<file path="config.mk">
export PLATFORM = sky130hd
export DESIGN_NAME = http_byte_range_parser_unit_flat
export DESIGN_NICKNAME = d
export VERILOG_FILES = /design/src/design/hbrp_pkg.sv /design/src/design/hbrp_in_if.sv /design/src/design/hbrp_out_if.sv /design/src/design/hbrp_scan.sv /design/src/design/http_byte_range_parser_unit.sv /design/src/flat_wrapper.sv
export SDC_FILE = /design/constraint.sdc
export NUM_CORES = 1
export LEC_CHECK = 0
export BUFFER_PORTS_ARGS = -buffer_cell sky130_fd_sc_hd__buf_2
export CORE_ASPECT_RATIO = 1.4
export CORE_MARGIN = 2
export CORE_UTILIZATION = 55
export DETAILED_ROUTE_END_ITERATION = 16
export MAX_ROUTING_LAYER = met4
export PLACE_DENSITY = 0.73
export RECOVER_POWER = 25
export SLEW_MARGIN = 20
export SYNTH_ARGS = -nofsm -noshare
export SYNTH_HDL_FRONTEND = slang
export SYNTH_SLANG_ARGS = --single-unit
</file>
<file path="constraint.sdc">
create_clock -name i_clk -period 6.46 [get_ports i_clk]
set_input_delay 0.969 -clock i_clk [delete_from_list [all_inputs] [get_ports i_clk]]
set_output_delay 0.969 -clock i_clk [all_outputs]
set_load 0.02 [all_outputs]
</file>
<file path="src/design/hbrp_pkg.sv">
// Package for the HTTP byte-range parser: widths, parse phases, character codes, helpers.
package hbrp_pkg;

    localparam int OFFSET_BITS_DEF = 48;
    localparam int PREFIX_LEN      = 6;

    // parse phase codes
    localparam logic [1:0] PH_LEAD   = 2'd0;
    localparam logic [1:0] PH_PREFIX = 2'd1;
    localparam logic [1:0] PH_SPEC   = 2'd2;

    localparam logic [7:0] CH_SPACE = 8'h20;
    localparam logic [7:0] CH_TAB   = 8'h09;
    localparam logic [7:0] CH_DASH  = 8'h2D;
    localparam logic [7:0] CH_COMMA = 8'h2C;
    localparam logic [7:0] CH_EQUAL = 8'h3D;
    localparam logic [7:0] CH_B     = 8'h62;
    localparam logic [7:0] CH_Y     = 8'h79;
    localparam logic [7:0] CH_T     = 8'h74;
    localparam logic [7:0] CH_E     = 8'h65;
    localparam logic [7:0] CH_S     = 8'h73;

    // Flags captured with the final character of one header.
    typedef struct packed {
        logic base_ok;      // not failed, prefix done, dash seen, size nonzero
        logic first_seen;
        logic last_seen;
    } t_snap_flags;

    function automatic logic [7:0] prefix_char(input logic [2:0] idx);
        logic [7:0] ch;
        case (idx)
            3'd0:    ch = CH_B;
            3'd1:    ch = CH_Y;
            3'd2:    ch = CH_T;
            3'd3:    ch = CH_E;
            3'd4:    ch = CH_S;
            3'd5:    ch = CH_EQUAL;
            default: ch = CH_COMMA;   // never matched: guarded by the count check
        endcase
        return ch;
    endfunction

    function automatic logic [7:0] to_lower(input logic [7:0] c);
        logic [7:0] r;
        r = c;
        if (c inside {[8'h41:8'h5A]}) begin
            r = c + 8'd32;
        end
        return r;
    endfunction

    function automatic logic is_ws(input logic [7:0] c);
        return (c == CH_SPACE) || (c == CH_TAB);
    endfunction

endpackage

</file>
<file path="src/design/hbrp_in_if.sv">
// Input channel: one header character per beat, with last mark and resource size.
interface hbrp_in_if #(
    parameter int OFFSET_BITS = hbrp_pkg::OFFSET_BITS_DEF
);
    logic                   valid;
    logic                   ready;
    logic [7:0]             value_byte;
    logic                   last_byte;
    logic [OFFSET_BITS-1:0] resource_size;

    modport source (output valid, output value_byte, output last_byte,
                    output resource_size, input ready);
    modport sink   (input valid, input value_byte, input last_byte,
                    input resource_size, output ready);
endinterface

</file>
<file path="src/design/hbrp_out_if.sv">
// Output channel: one range result per beat.
interface hbrp_out_if #(
    parameter int OFFSET_BITS = hbrp_pkg::OFFSET_BITS_DEF
);
    logic                   valid;
    logic                   ready;
    logic                   range_status;
    logic [OFFSET_BITS-1:0] range_first;
    logic [OFFSET_BITS-1:0] range_last;

    modport source (output valid, output range_status, output range_first,
                    output range_last, input ready);
    modport sink   (input valid, input range_status, input range_first,
                    input range_last, output ready);
endinterface

</file>
<file path="src/design/hbrp_scan.sv">
// Character scanner: parse state per header and the snapshot taken at the last character.
module hbrp_scan #(
    parameter int OFFSET_BITS = hbrp_pkg::OFFSET_BITS_DEF
) (
    input  logic                   i_clk,
    input  logic                   i_rst_n,
    input  logic                   i_beat,        // input beat accepted
    input  logic [7:0]             i_value_byte,
    input  logic                   i_last_byte,
    input  logic [OFFSET_BITS-1:0] i_resource_size,
    input  logic                   i_snap_take,   // snapshot moves on this cycle
    output logic                   o_snap_valid,
    output hbrp_pkg::t_snap_flags  o_snap_flags,
    output logic [OFFSET_BITS-1:0] o_snap_first,
    output logic [OFFSET_BITS-1:0] o_snap_last,
    output logic [OFFSET_BITS-1:0] o_snap_size
);
    localparam int AW = OFFSET_BITS + 4;

    logic [1:0]             r_phase, n_phase;
    logic [2:0]             r_prefix_count, n_prefix_count;
    logic [OFFSET_BITS-1:0] r_first, n_first;
    logic [OFFSET_BITS-1:0] r_last, n_last;
    logic                   r_first_seen, n_first_seen;
    logic                   r_last_seen, n_last_seen;
    logic                   r_dash_seen, n_dash_seen;
    logic                   r_gap_seen, n_gap_seen;
    logic                   r_failed, n_failed;

    logic                   r_snap_valid;
    hbrp_pkg::t_snap_flags  r_snap_flags;
    logic [OFFSET_BITS-1:0] r_snap_first, r_snap_last, r_snap_size;

    logic [OFFSET_BITS-1:0] acc_in;
    logic [AW-1:0]          acc_prod;
    logic                   acc_ovf;
    logic [1:0]             eff_phase;
    logic                   is_digit;

    // accumulator feeds the number that the next digit belongs to
    assign acc_in   = r_dash_seen ? r_last : r_first;
    assign acc_prod = ({4'b0, acc_in} << 3) + ({4'b0, acc_in} << 1)
                    + {(OFFSET_BITS)'(0), i_value_byte[3:0]};
    assign acc_ovf  = |acc_prod[AW-1:OFFSET_BITS];
    assign is_digit = i_value_byte inside {[8'h30:8'h39]};

    always_comb begin
        n_phase        = r_phase;
        n_prefix_count = r_prefix_count;
        n_first        = r_first;
        n_last         = r_last;
        n_first_seen   = r_first_seen;
        n_last_seen    = r_last_seen;
        n_dash_seen    = r_dash_seen;
        n_gap_seen     = r_gap_seen;
        n_failed       = r_failed;
        eff_phase      = r_phase;

        if (!r_failed) begin
            if (r_phase == hbrp_pkg::PH_LEAD && !hbrp_pkg::is_ws(i_value_byte)) begin
                eff_phase = hbrp_pkg::PH_PREFIX;
                n_phase   = hbrp_pkg::PH_PREFIX;
            end
            case (eff_phase)
                hbrp_pkg::PH_LEAD: begin
                end
                hbrp_pkg::PH_PREFIX: begin
                    if (r_prefix_count >= 3'(hbrp_pkg::PREFIX_LEN) ||
                        hbrp_pkg::to_lower(i_value_byte) !=
                        hbrp_pkg::prefix_char(r_prefix_count)) begin
                        n_failed = 1'b1;
                    end else begin
                        n_prefix_count = r_prefix_count + 3'd1;
                        if (r_prefix_count == 3'(hbrp_pkg::PREFIX_LEN - 1)) begin
                            n_phase = hbrp_pkg::PH_SPEC;
                        end
                    end
                end
                hbrp_pkg::PH_SPEC: begin
                    if (hbrp_pkg::is_ws(i_value_byte)) begin
                        if (r_first_seen || r_dash_seen) begin
                            n_gap_seen = 1'b1;
                        end
                    end else if (r_gap_seen) begin
                        n_failed = 1'b1;
                    end else if (is_digit) begin
                        if (acc_ovf) begin
                            n_failed = 1'b1;
                        end else if (r_dash_seen) begin
                            n_last = acc_prod[OFFSET_BITS-1:0];
                        end else begin
                            n_first = acc_prod[OFFSET_BITS-1:0];
                        end
                        if (r_dash_seen) begin
                            n_last_seen = 1'b1;
                        end else begin
                            n_first_seen = 1'b1;
                        end
                    end else if (i_value_byte == hbrp_pkg::CH_DASH && !r_dash_seen) begin
                        n_dash_seen = 1'b1;
                    end else begin
                        n_failed = 1'b1;
                    end
                end
                default: begin
                    n_failed = 1'b1;
                end
            endcase
        end
    end

    always_ff @(posedge i_clk) begin
        if (!i_rst_n) begin
            r_phase        <= hbrp_pkg::PH_LEAD;
            r_prefix_count <= 3'd0;
            r_first        <= '0;
            r_last         <= '0;
            r_first_seen   <= 1'b0;
            r_last_seen    <= 1'b0;
            r_dash_seen    <= 1'b0;
            r_gap_seen     <= 1'b0;
            r_failed       <= 1'b0;
            r_snap_valid   <= 1'b0;
        end else begin
            if (i_beat && i_last_byte) begin
                // header done: back to the idle parse state
                r_phase        <= hbrp_pkg::PH_LEAD;
                r_prefix_count <= 3'd0;
                r_first        <= '0;
                r_last         <= '0;
                r_first_seen   <= 1'b0;
                r_last_seen    <= 1'b0;
                r_dash_seen    <= 1'b0;
                r_gap_seen     <= 1'b0;
                r_failed       <= 1'b0;
            end else if (i_beat) begin
                r_phase        <= n_phase;
                r_prefix_count <= n_prefix_count;
                r_first        <= n_first;
                r_last         <= n_last;
                r_first_seen   <= n_first_seen;
                r_last_seen    <= n_last_seen;
                r_dash_seen    <= n_dash_seen;
                r_gap_seen     <= n_gap_seen;
                r_failed       <= n_failed;
            end
            if (i_beat && i_last_byte) begin
                r_snap_valid <= 1'b1;
            end else if (i_snap_take) begin
                r_snap_valid <= 1'b0;
            end
        end
    end

    always_ff @(posedge i_clk) begin
        if (i_beat && i_last_byte) begin
            r_snap_flags.base_ok    <= !n_failed && n_phase == hbrp_pkg::PH_SPEC &&
                                       n_dash_seen && (i_resource_size != '0);
            r_snap_flags.first_seen <= n_first_seen;
            r_snap_flags.last_seen  <= n_last_seen;
            r_snap_first            <= n_first;
            r_snap_last             <= n_last;
            r_snap_size             <= i_resource_size;
        end
    end

    assign o_snap_valid = r_snap_valid;
    assign o_snap_flags = r_snap_flags;
    assign o_snap_first = r_snap_first;
    assign o_snap_last  = r_snap_last;
    assign o_snap_size  = r_snap_size;

endmodule

</file>
<file path="src/design/http_byte_range_parser_unit.sv">
// Top level of the HTTP single byte-range parser: scanner, range check and result register.
//
//   channel  dir  payload                                         beat
//   i_in     in   value_byte[8] last_byte[1] resource_size[48]    valid & ready
//   o_out    out  range_status[1] range_first[48] range_last[48]  valid & ready
//
// One character per cycle while i_in.ready is high. A header's result moves from the
// scanner snapshot, loaded as its last character is taken, to the result register
// once that is free. Reset (synchronous, active low) returns the parser to the
// leading whitespace phase and empties both stages. i_in.ready drops only while both
// the snapshot and the result register hold results and o_out is stalled.
module http_byte_range_parser_unit #(
    parameter int OFFSET_BITS = hbrp_pkg::OFFSET_BITS_DEF
) (
    input  logic       i_clk,
    input  logic       i_rst_n,
    hbrp_in_if.sink    i_in,
    hbrp_out_if.source o_out
);
    logic                   snap_valid, snap_take, in_beat;
    hbrp_pkg::t_snap_flags  snap_flags;
    logic [OFFSET_BITS-1:0] snap_first, snap_last, snap_size;

    logic                   res_ok;
    logic [OFFSET_BITS-1:0] res_first, res_last, size_m1, suffix_take;

    logic                   r_out_valid;
    logic                   r_out_status;
    logic [OFFSET_BITS-1:0] r_out_first, r_out_last;

    assign snap_take  = snap_valid && (!r_out_valid || o_out.ready);
    assign i_in.ready = !snap_valid || snap_take;
    assign in_beat    = i_in.valid && i_in.ready;

    hbrp_scan #(
        .OFFSET_BITS (OFFSET_BITS)
    ) u_scan (
        .i_clk           (i_clk),
        .i_rst_n         (i_rst_n),
        .i_beat          (in_beat),
        .i_value_byte    (i_in.value_byte),
        .i_last_byte     (i_in.last_byte),
        .i_resource_size (i_in.resource_size),
        .i_snap_take     (snap_take),
        .o_snap_valid    (snap_valid),
        .o_snap_flags    (snap_flags),
        .o_snap_first    (snap_first),
        .o_snap_last     (snap_last),
        .o_snap_size     (snap_size)
    );

    assign size_m1     = snap_size - OFFSET_BITS'(1);
    assign suffix_take = (snap_last < snap_size) ? snap_last : snap_size;

    always_comb begin
        res_ok    = snap_flags.base_ok;
        res_first = '0;
        res_last  = '0;
        if (!snap_flags.first_seen) begin
            // suffix form: last N bytes
            if (!snap_flags.last_seen || snap_last == '0) begin
                res_ok = 1'b0;
            end else begin
                res_first = snap_size - suffix_take;
                res_last  = size_m1;
            end
        end else if (snap_first >= snap_size) begin
            res_ok = 1'b0;
        end else begin
            res_first = snap_first;
            res_last  = size_m1;
            if (snap_flags.last_seen) begin
                if (snap_last < snap_first) begin
                    res_ok = 1'b0;
                end else if (snap_last < size_m1) begin
                    res_last = snap_last;
                end
            end
        end
        if (!res_ok) begin
            res_first = '0;
            res_last  = '0;
        end
    end

    always_ff @(posedge i_clk) begin
        if (!i_rst_n) begin
            r_out_valid <= 1'b0;
        end else if (snap_take) begin
            r_out_valid <= 1'b1;
        end else if (o_out.ready) begin
            r_out_valid <= 1'b0;
        end
    end

    always_ff @(posedge i_clk) begin
        if (snap_take) begin
            r_out_status <= !res_ok;
            r_out_first  <= res_first;
            r_out_last   <= res_last;
        end
    end

    assign o_out.valid        = r_out_valid;
    assign o_out.range_status = r_out_status;
    assign o_out.range_first  = r_out_first;
    assign o_out.range_last   = r_out_last;

endmodule

</file>
<file path="src/flat_wrapper.sv">
// flat-port wrapper written by rule: the top's interface ports become plain ports
module http_byte_range_parser_unit_flat 
#(
    parameter int OFFSET_BITS = hbrp_pkg::OFFSET_BITS_DEF
)
  (i_clk, i_rst_n, i_in_valid, i_in_value_byte, i_in_last_byte, i_in_resource_size, i_in_ready, o_out_valid, o_out_range_status, o_out_range_first, o_out_range_last, o_out_ready);
  hbrp_in_if #(.OFFSET_BITS(OFFSET_BITS)) i_in_i ();
  hbrp_out_if #(.OFFSET_BITS(OFFSET_BITS)) o_out_i ();
  input  logic i_clk;
  input  logic i_rst_n;
  input wire logic [$bits(i_in_i.valid)-1:0] i_in_valid;
  input wire logic [$bits(i_in_i.value_byte)-1:0] i_in_value_byte;
  input wire logic [$bits(i_in_i.last_byte)-1:0] i_in_last_byte;
  input wire logic [$bits(i_in_i.resource_size)-1:0] i_in_resource_size;
  output wire logic [$bits(i_in_i.ready)-1:0] i_in_ready;
  output wire logic [$bits(o_out_i.valid)-1:0] o_out_valid;
  output wire logic [$bits(o_out_i.range_status)-1:0] o_out_range_status;
  output wire logic [$bits(o_out_i.range_first)-1:0] o_out_range_first;
  output wire logic [$bits(o_out_i.range_last)-1:0] o_out_range_last;
  input wire logic [$bits(o_out_i.ready)-1:0] o_out_ready;
  assign i_in_i.valid = i_in_valid;
  assign i_in_i.value_byte = i_in_value_byte;
  assign i_in_i.last_byte = i_in_last_byte;
  assign i_in_i.resource_size = i_in_resource_size;
  assign i_in_ready = i_in_i.ready;
  assign o_out_valid = o_out_i.valid;
  assign o_out_range_status = o_out_i.range_status;
  assign o_out_range_first = o_out_i.range_first;
  assign o_out_range_last = o_out_i.range_last;
  assign o_out_i.ready = o_out_ready;
  http_byte_range_parser_unit #(.OFFSET_BITS(OFFSET_BITS)) u_core (.i_clk(i_clk), .i_rst_n(i_rst_n), .i_in(i_in_i), .o_out(o_out_i));
endmodule
</file>
* Yosys cells after proc, flatten, opt, wreduce, memory -nomap -nowiden *
Index checks and enable logic that the tools add are counted.

word-level totals
  flip-flop bits (word level) = 352
  input port bits = 61
  output and inout port bits = 99
  logic and storage cells = 156

cells by class
  add/subtract/negate cells = 6
  $lt $le $gt $ge = 9
  eq/ne operators = 12
  multiplexer cells = 72
  bitwise logic cells = 3
  reduce and logical (&&, ||, !) cells = 34

operators by type and width
  operator                                                         count
  2-to-1 mux 48 bit                                                25
  < comparator 48 bit                                              3
  adder 51 x 49 -> 52 bit                                          1
  adder 52 x 4 -> 52 bit                                           1
  >= comparator 48 bit                                             1
  logical NOT 48 bit                                               1
  nonzero test 48 bit                                              1
  subtractor 48 x 1 -> 48 bit (second input constant)              1
  subtractor 48 bit                                                1
  one-hot mux 7 bit (6 select lines)                               1
  2-to-1 mux 8 bit                                                 5
  2-to-1 mux 1 bit                                                 34
  == test 8 x 6 -> 1 bit (second input constant)                   2
  2-to-1 mux 2 bit                                                 6
  logical AND 1 bit                                                10
  adder 8 x 6 -> 8 bit (second input constant)                     1
  == test 8 x 4 -> 1 bit (second input constant)                   1
  >= comparator 8 x 6 -> 1 bit (second input constant)             1
  >= comparator 8 x 7 -> 1 bit (second input constant)             1
  less-or-equal comparator 8 x 6 -> 1 bit (second input constant)  1
  less-or-equal comparator 8 x 7 -> 1 bit (second input constant)  1
  != test 8 bit                                                    1
  logical NOT 1 bit                                                7
  == test 3 x 2 -> 1 bit (second input constant)                   2
  16 further kinds                                                 27

* Logic depth before layout (Yosys ltp) *
  depth in word-level cells = 18
  depth in mapped cells = 26
  mapped depth without buffers = 24

* Cells and area by module *
Synthesis repeated with hierarchy kept, for this count alone.

second synthesis, totals
  cell total of the unflattened synthesis = 2841
  area, all modules = 26797.0 um^2

by module, submodules not included
  module                       times used  cells an instance  area an instance (um^2)  sequential area each (um^2)
  hbrp_scan                    1           1394               14343.8                  6556.3
  http_byte_range_parser_unit  1           1447               12453.2                  2932.8

* Least setup slack after synthesis *
Ideal clock, no wire load.

  kind = input to register
  start point = in o_out_ready
  end point = reg u_core.r_out_first[0] (netlist: u_core.o_out.range_first[0]), enable pin
  setup time = 0.565 ns
  data arrival time = 5.333 ns
  data required time = 5.895 ns
  setup slack = 0.562 ns
  stages = 2
  buffers on the path = 0
  cells stage by stage = nor2b_1 > nor2b_1

between the ends
  longest elaborated chain between the ends = 2

ends and longest elaborated chain
  what                  line                               text
  from (decl)           flat_wrapper.sv:20                 input wire logic [$bits(o_out_i.ready)-1:0] o_out_ready;
  logical OR 1 bit      http_byte_range_parser_unit.sv:31  assign snap_take = snap_valid && (!r_out_valid || o_out.ready);
  logical AND 1 bit     http_byte_range_parser_unit.sv:31
  net u_core.snap_take  http_byte_range_parser_unit.sv:20  logic snap_valid, snap_take, in_beat;
  to (signal assigned)  http_byte_range_parser_unit.sv:99  r_out_first <= res_first;
  to (decl)             http_byte_range_parser_unit.sv:29  logic [OFFSET_BITS-1:0] r_out_first, r_out_last;

The timed path passes the listed nets, and every way through them passes these cells.
A chain may end at the register's enable or synchronous reset.

* Final worst setup path *
  start point = reg u_core.u_scan.r_snap_size[17] (netlist: u_core.u_scan.o_snap_size[17])
  end point = reg u_core.r_out_first[38] (netlist: u_core.o_out.range_first[38]) (data pin)

between the ends
  longest elaborated chain between the ends = 5
  elaborated cells between the ends (all ways) = 9
  classes of those cells = add/sub: 1; order compare: 2; mux: 6

ends and longest elaborated chain
  what                    line                               text
  from (decl)             hbrp_scan.sv:32                    logic [OFFSET_BITS-1:0] r_snap_first, r_snap_last, r_snap_size;
  from (signal assigned)  hbrp_scan.sv:163                   r_snap_size <= i_resource_size;
  < comparator 48 bit     http_byte_range_parser_unit.sv:53  assign suffix_take = (snap_last < snap_size) ? snap_last : snap_size;
  2-to-1 mux 48 bit       http_byte_range_parser_unit.sv:53
  subtractor 48 bit       http_byte_range_parser_unit.sv:64  res_first = snap_size - suffix_take;
  2-to-1 mux 48 bit       http_byte_range_parser_unit.sv:61  if (!snap_flags.last_seen || snap_last == '0) begin
  2-to-1 mux 48 bit       http_byte_range_parser_unit.sv:59  if (!snap_flags.first_seen) begin

Parallel ways exist; a longest one is shown, timed or not.

==> results.md <==
Pwr:
- The analysis attributes to cell leakage a power of 13.0 nW.
- For this design the ratio of total power to cell area is 179 nW/um2.
- The total power of the final layout is 5.36 mW.
- Across the VDD grid, the largest voltage drop is 0.000259 V.

Logic synthesis:
- The complex-gate fraction of the synthesized area was 0.158.
- The post-synthesis net count is between 3000 and 4000.
- The most frequent cell after synthesis is sky130_fd_sc_hd__ha_1.
- The number of distinct library cells after synthesis is 92.
- The main flop type after synthesis is sky130_fd_sc_hd__edfxtp_1.
- The number of synthesis warnings is 0.
- The number of synthesized flops with an enable pin is ~240.
- The sequential-to-total area share from yosys stat is 0.351.
- The post-synthesis cell type with the largest combined area is sky130_fd_sc_hd__edfxtp_1.
- The xor and xnor fraction of the mapped netlist area is 0.0427.
- For this run, asynchronously set or reset flops after synthesis account for 0.
- Yosys attributes the largest share of cell area to sky130_fd_sc_hd__edfxtp_1 (27%), sky130_fd_sc_hd__ha_1 (16%), sky130_fd_sc_hd__dfxtp_1 (8.0%).
- After synthesis, the largest family of logic cells by area is adder cells.
- By count the netlist is led by sky130_fd_sc_hd__ha_1 (339), sky130_fd_sc_hd__nor2_1 (283), sky130_fd_sc_hd__edfxtp_1 (244), sky130_fd_sc_hd__inv_1 (188), sky130_fd_sc_hd__mux2i_1 (146).
- The share of synthesized cell area in full adder, half adder and majority cells is 0.159.
- In the synthesized netlist, the number of instances is 2738.
- The portion of netlist area occupied by mux cells is 0.117.
- After synthesis, the mean cell area works out to about 10 um2.
- The fraction of the mapped netlist area in simple logic gates is 0.127.
- The share of synthesized area in the top cell type comes to 0.271.
- The register bit count reported by yosys is roughly 350.
- The mapped netlist covers 27000 um2.

GRT:
- The initial antenna violation count is 0.
- Summed over all layers, the global routing overflow is 0.
- The maximum number of pins on one net before global-route repair is 104.
- The via count of the first global-routing pass is 22067.
- The global-route wire length before repair is 121000 um.
- For this run, the total global-route usage over all layers was measured as 0.316.

Detailed routing:
- The remaining antenna violation count is 0.
- Across all layers, the routed design uses 22201 vias.
- In the final routed layout, each cell accounts on average for 22.2 um.
- Summed over all layers, the routed wires come to 79500 um.
- In the routed layout, each cell is associated on average with a via count of 6.21.
- The post-detailed-route DRC marker count is 0.
- The initial DRC count is 1435.
- The total iterations of the first detailed-routing run is 6.

Worst hold path:
- Along the worst hold path, the cell count comes to 2.
- The worst min-delay path endpoint is u_core.u_scan.r_first[43]$_SDFFE_PP0P_.
- The origin of the worst min-delay path is u_core.u_scan.r_first[43]$_SDFFE_PP0P_.
- The worst min-delay path category is reg2reg.

Clock network:
- The clock tree from TritonCTS is done.
- Buffers inserted during clock tree synthesis total 37.
- The clock drives 352 sinks.
- The root buffer cell chosen for the clock tree is sky130_fd_sc_hd__clkbuf_16.
- Buffers inserted to repair hold after CTS numbered 0.
- The clock network latency to the later pin of the worst-skew pair is 570 ps.
- After clock tree synthesis, the clock-pin slew on the worst setup and hold paths is around 60 ps.
- After clock tree synthesis, the setup repair step added 0 buffers.
- The longest clock path from root to sink contains 3 buffers.
- The H-tree was split into 2 levels.

Finish:
- From synthesis to final layout, the design area changed by 11.1%.
- Of the cells placed in the final design, the portion with a size suffix greater than 1 is 0.121.
- The number of nets in the final layout is 3315.
- The repair_antennas step left the layout with diodes totalling 0.
- The layout has 4189 filler cells.

Placement:
- The congestion estimate from routability-driven global placement came to 0.983.
- The count of input and output buffers is 159.
- Once detailed placement completed, the half-perimeter wirelength came to 62100 um.

Critical path:
- The worst setup slack for register-to-register paths is between 400 and 500 ps.
- The peak fanout along the critical path is 17.
- The destination of the worst register-to-register timing path is u_core.o_out.range_first[38]$_SDFFCE_PN0P_.
- The launching element type of the critical path is a register.
- STA classifies the critical path endpoint as a register.
- At the worst endpoint, the arrival time is 6340 ps.
- By startpoint and endpoint, the worst setup path is classified as reg2reg.
- The worst flop-to-flop path startpoint is u_core.u_scan.o_snap_size[17]$_DFFE_PP_.
- The path depth of the worst reg2reg path is 27.
- Data on the critical path is required at its endpoint by 6750 ps.

Die:
- The die covers 50900 um2.
- The vertical extent of the die is 266 um.
- The number of placement rows is 96.
- The floorplan step defined a core boundary enclosing slightly below 50000 um2.
- Pin placement for this block handled 160 I/O pins.
- The die width is around 190 um.
- The starting utilization of the core area is 0.554.

Timing:
- The setup total negative slack is 0 ps.
- The slew at the pin closest to its max-slew limit is 3070 ps.
- The number of slew-limit violations in the final report is 30.
- The remaining max-slew budget at the tightest pin is -1.05.
- The final-report hold violation count is 0.
- The ratio of final minimum period to clock period is 0.936.
- Hold is met by 471 ps.
- Based on the critical path, the design can be clocked at up to around 170 MHz.
- The clock period could shrink to about 6000 ps.
- Setup violations remaining at the end of the flow were counted as 0.
- For the final database, setup skew stands at approximately 22 ps.
- Setup repair after global routing left no endpoint under its margin.

Run:
- Max-cap violations in this run came to 1.

Status:
- The final reports fail on max-capacitance violations, max-slew violations.
- The flow ran to the end, but the final reports show violations.
-- stage by stage --
| step | cell area (um2) | cells | utilization | worst slack (ps) |
|---|---|---|---|---|
| after floorplan | 27000 | 2738 | - | 562 |
| after global placement | 28900 | 3510 | 0.593 | 351 |
| after detailed placement | 28900 | 3510 | 0.593 | 220 |
| after CTS | 30200 | 3577 | 0.618 | 212 |
| after global routing | 30000 | 3577 | 0.616 | 8.65 |
| final | 30000 | 3577 | 0.616 | 412 |
-- routing by layer --
layer / track usage / wire length (um)
met1: 0.401 / 34100
met5: - / 0
met2: 0.504 / 36800
met3: 0.0369 / 4580
met4: 0.148 / 4020
-- placed cells by master (no fill, tap or decap), drive strengths merged, types with 12 or more instances in the layout --
cell type	synthesis	routed
ha	339	339
nor2	283	283
edfxtp	244	244
inv	188	196
clkbuf	60	177
mux2i	146	146
a21oi	145	145
mux2	138	138
nand2	128	128
a21o	115	115
dfxtp	108	108
buf	42	102
xnor2	101	101
o21ai	101	101
a22oi	80	80
nand4	70	70
nor3	40	40
nor4	39	39
nand3	33	33
xor2	30	30
a211oi	29	29
o21a	23	23
nand2b	20	20
o211ai	18	18
o21bai	17	17
and2	17	17
nor2b	14	14
and3	14	14
or3	13	13
a31oi	13	13
or2	12	12
-- final cells by class --
class	count	area, um2	area share
clock buffers	42	986	0.0328
inverters	188	711	0.0237
clock inverters	25	272	0.00904
multi-input cells	2096	16400	0.547
well taps	637	797	0.0266
flip-flops and latches	352	9490	0.316
repair buffers	237	1340	0.0447
-- critical path, stage by stage (launching register included) --
cell	delay, ps
sky130_fd_sc_hd__edfxtp_1	430
sky130_fd_sc_hd__inv_1	90
sky130_fd_sc_hd__ha_1	310
sky130_fd_sc_hd__a21o_1	180
sky130_fd_sc_hd__a21o_1	170
sky130_fd_sc_hd__a221oi_1	380
sky130_fd_sc_hd__o211ai_1	130
sky130_fd_sc_hd__o21ai_0	170
sky130_fd_sc_hd__buf_4	140
sky130_fd_sc_hd__a311oi_1	100
sky130_fd_sc_hd__a21o_1	200
sky130_fd_sc_hd__a21oi_4	140
sky130_fd_sc_hd__buf_12	190
sky130_fd_sc_hd__mux2i_1	250
sky130_fd_sc_hd__inv_1	80
sky130_fd_sc_hd__fa_1	450
sky130_fd_sc_hd__nor2b_1	250
sky130_fd_sc_hd__o31ai_1	150
sky130_fd_sc_hd__a2111oi_1	370
sky130_fd_sc_hd__buf_4	190
sky130_fd_sc_hd__o21ai_0	200
sky130_fd_sc_hd__and2_1	260
sky130_fd_sc_hd__o21ai_0	290
sky130_fd_sc_hd__buf_4	200
sky130_fd_sc_hd__a21oi_1	70
sky130_fd_sc_hd__xnor2_1	120
sky130_fd_sc_hd__a22oi_1	150
sky130_fd_sc_hd__nor2_1	50
-- sequential cells by signal (all words and copies together) (netlist names) --
register,cells
u_core.u_scan.r_failed,1
u_core.u_scan.o_snap_last,48
u_core.o_out.range_status,1
u_core.u_scan.r_last,48
u_core.u_scan.o_snap_valid,1
u_core.u_scan.o_snap_flags,3
u_core.u_scan.r_last_seen,1
u_core.u_scan.o_snap_first,48
u_core.o_out.valid,1
u_core.u_scan.r_dash_seen,1
u_core.u_scan.r_gap_seen,1
u_core.o_out.range_first,48
u_core.u_scan.r_first,48
u_core.u_scan.r_prefix_count,3
u_core.u_scan.o_snap_size,48
u_core.u_scan.r_first_seen,1
u_core.o_out.range_last,48
u_core.u_scan.r_phase,2
-- worst max-delay path by stage --
stage,endpoint,slack (ps),startpoint
after floorplan,u_core.o_out.range_first[0]$_SDFFCE_PN0P_,560,o_out_ready
after global placement,u_core.o_out.range_first[35]$_SDFFCE_PN0P_,350,u_core.u_scan.o_snap_size[2]$_DFFE_PP_
after detailed placement,u_core.o_out.range_first[35]$_SDFFCE_PN0P_,220,u_core.u_scan.o_snap_size[25]$_DFFE_PP_
after CTS,u_core.o_out.range_first[35]$_SDFFCE_PN0P_,210,u_core.u_scan.o_snap_size[17]$_DFFE_PP_
after global routing,u_core.o_out.range_first[47]$_SDFFCE_PN0P_,9,u_core.u_scan.o_snap_size[25]$_DFFE_PP_
final,u_core.o_out.range_first[38]$_SDFFCE_PN0P_,410,u_core.u_scan.o_snap_size[17]$_DFFE_PP_
-- where the power goes --
part,switching [mW],internal [mW]
clock network,0.982,1.28
logic,0.381,0.225
registers,0.0467,2.45
total,1.41,3.95
-- what timing repair did --
action,4_1_cts,5_1_grt
gates resized for setup,0,10
hold endpoints to repair,0,0
endpoints found under the setup margin,0,18
-- logic make-up (layout without fill, tap and decap cells) --
| kind of cell | Yosys count | in the layout |
|---|---|---|
| xor gates and xnor gates | 131 | 131 |
| and+or+nand+nor | 708 | 708 |
| DFF | 352 | 352 |
| muxes | 284 | 284 |
| adders and majority gates | 342 | 342 |
| buffers and inverters | 290 | 492 |
| AOI/OAI and AO/OA | 631 | 631 |
Note: power is estimated with default switching activity, not from simulation.
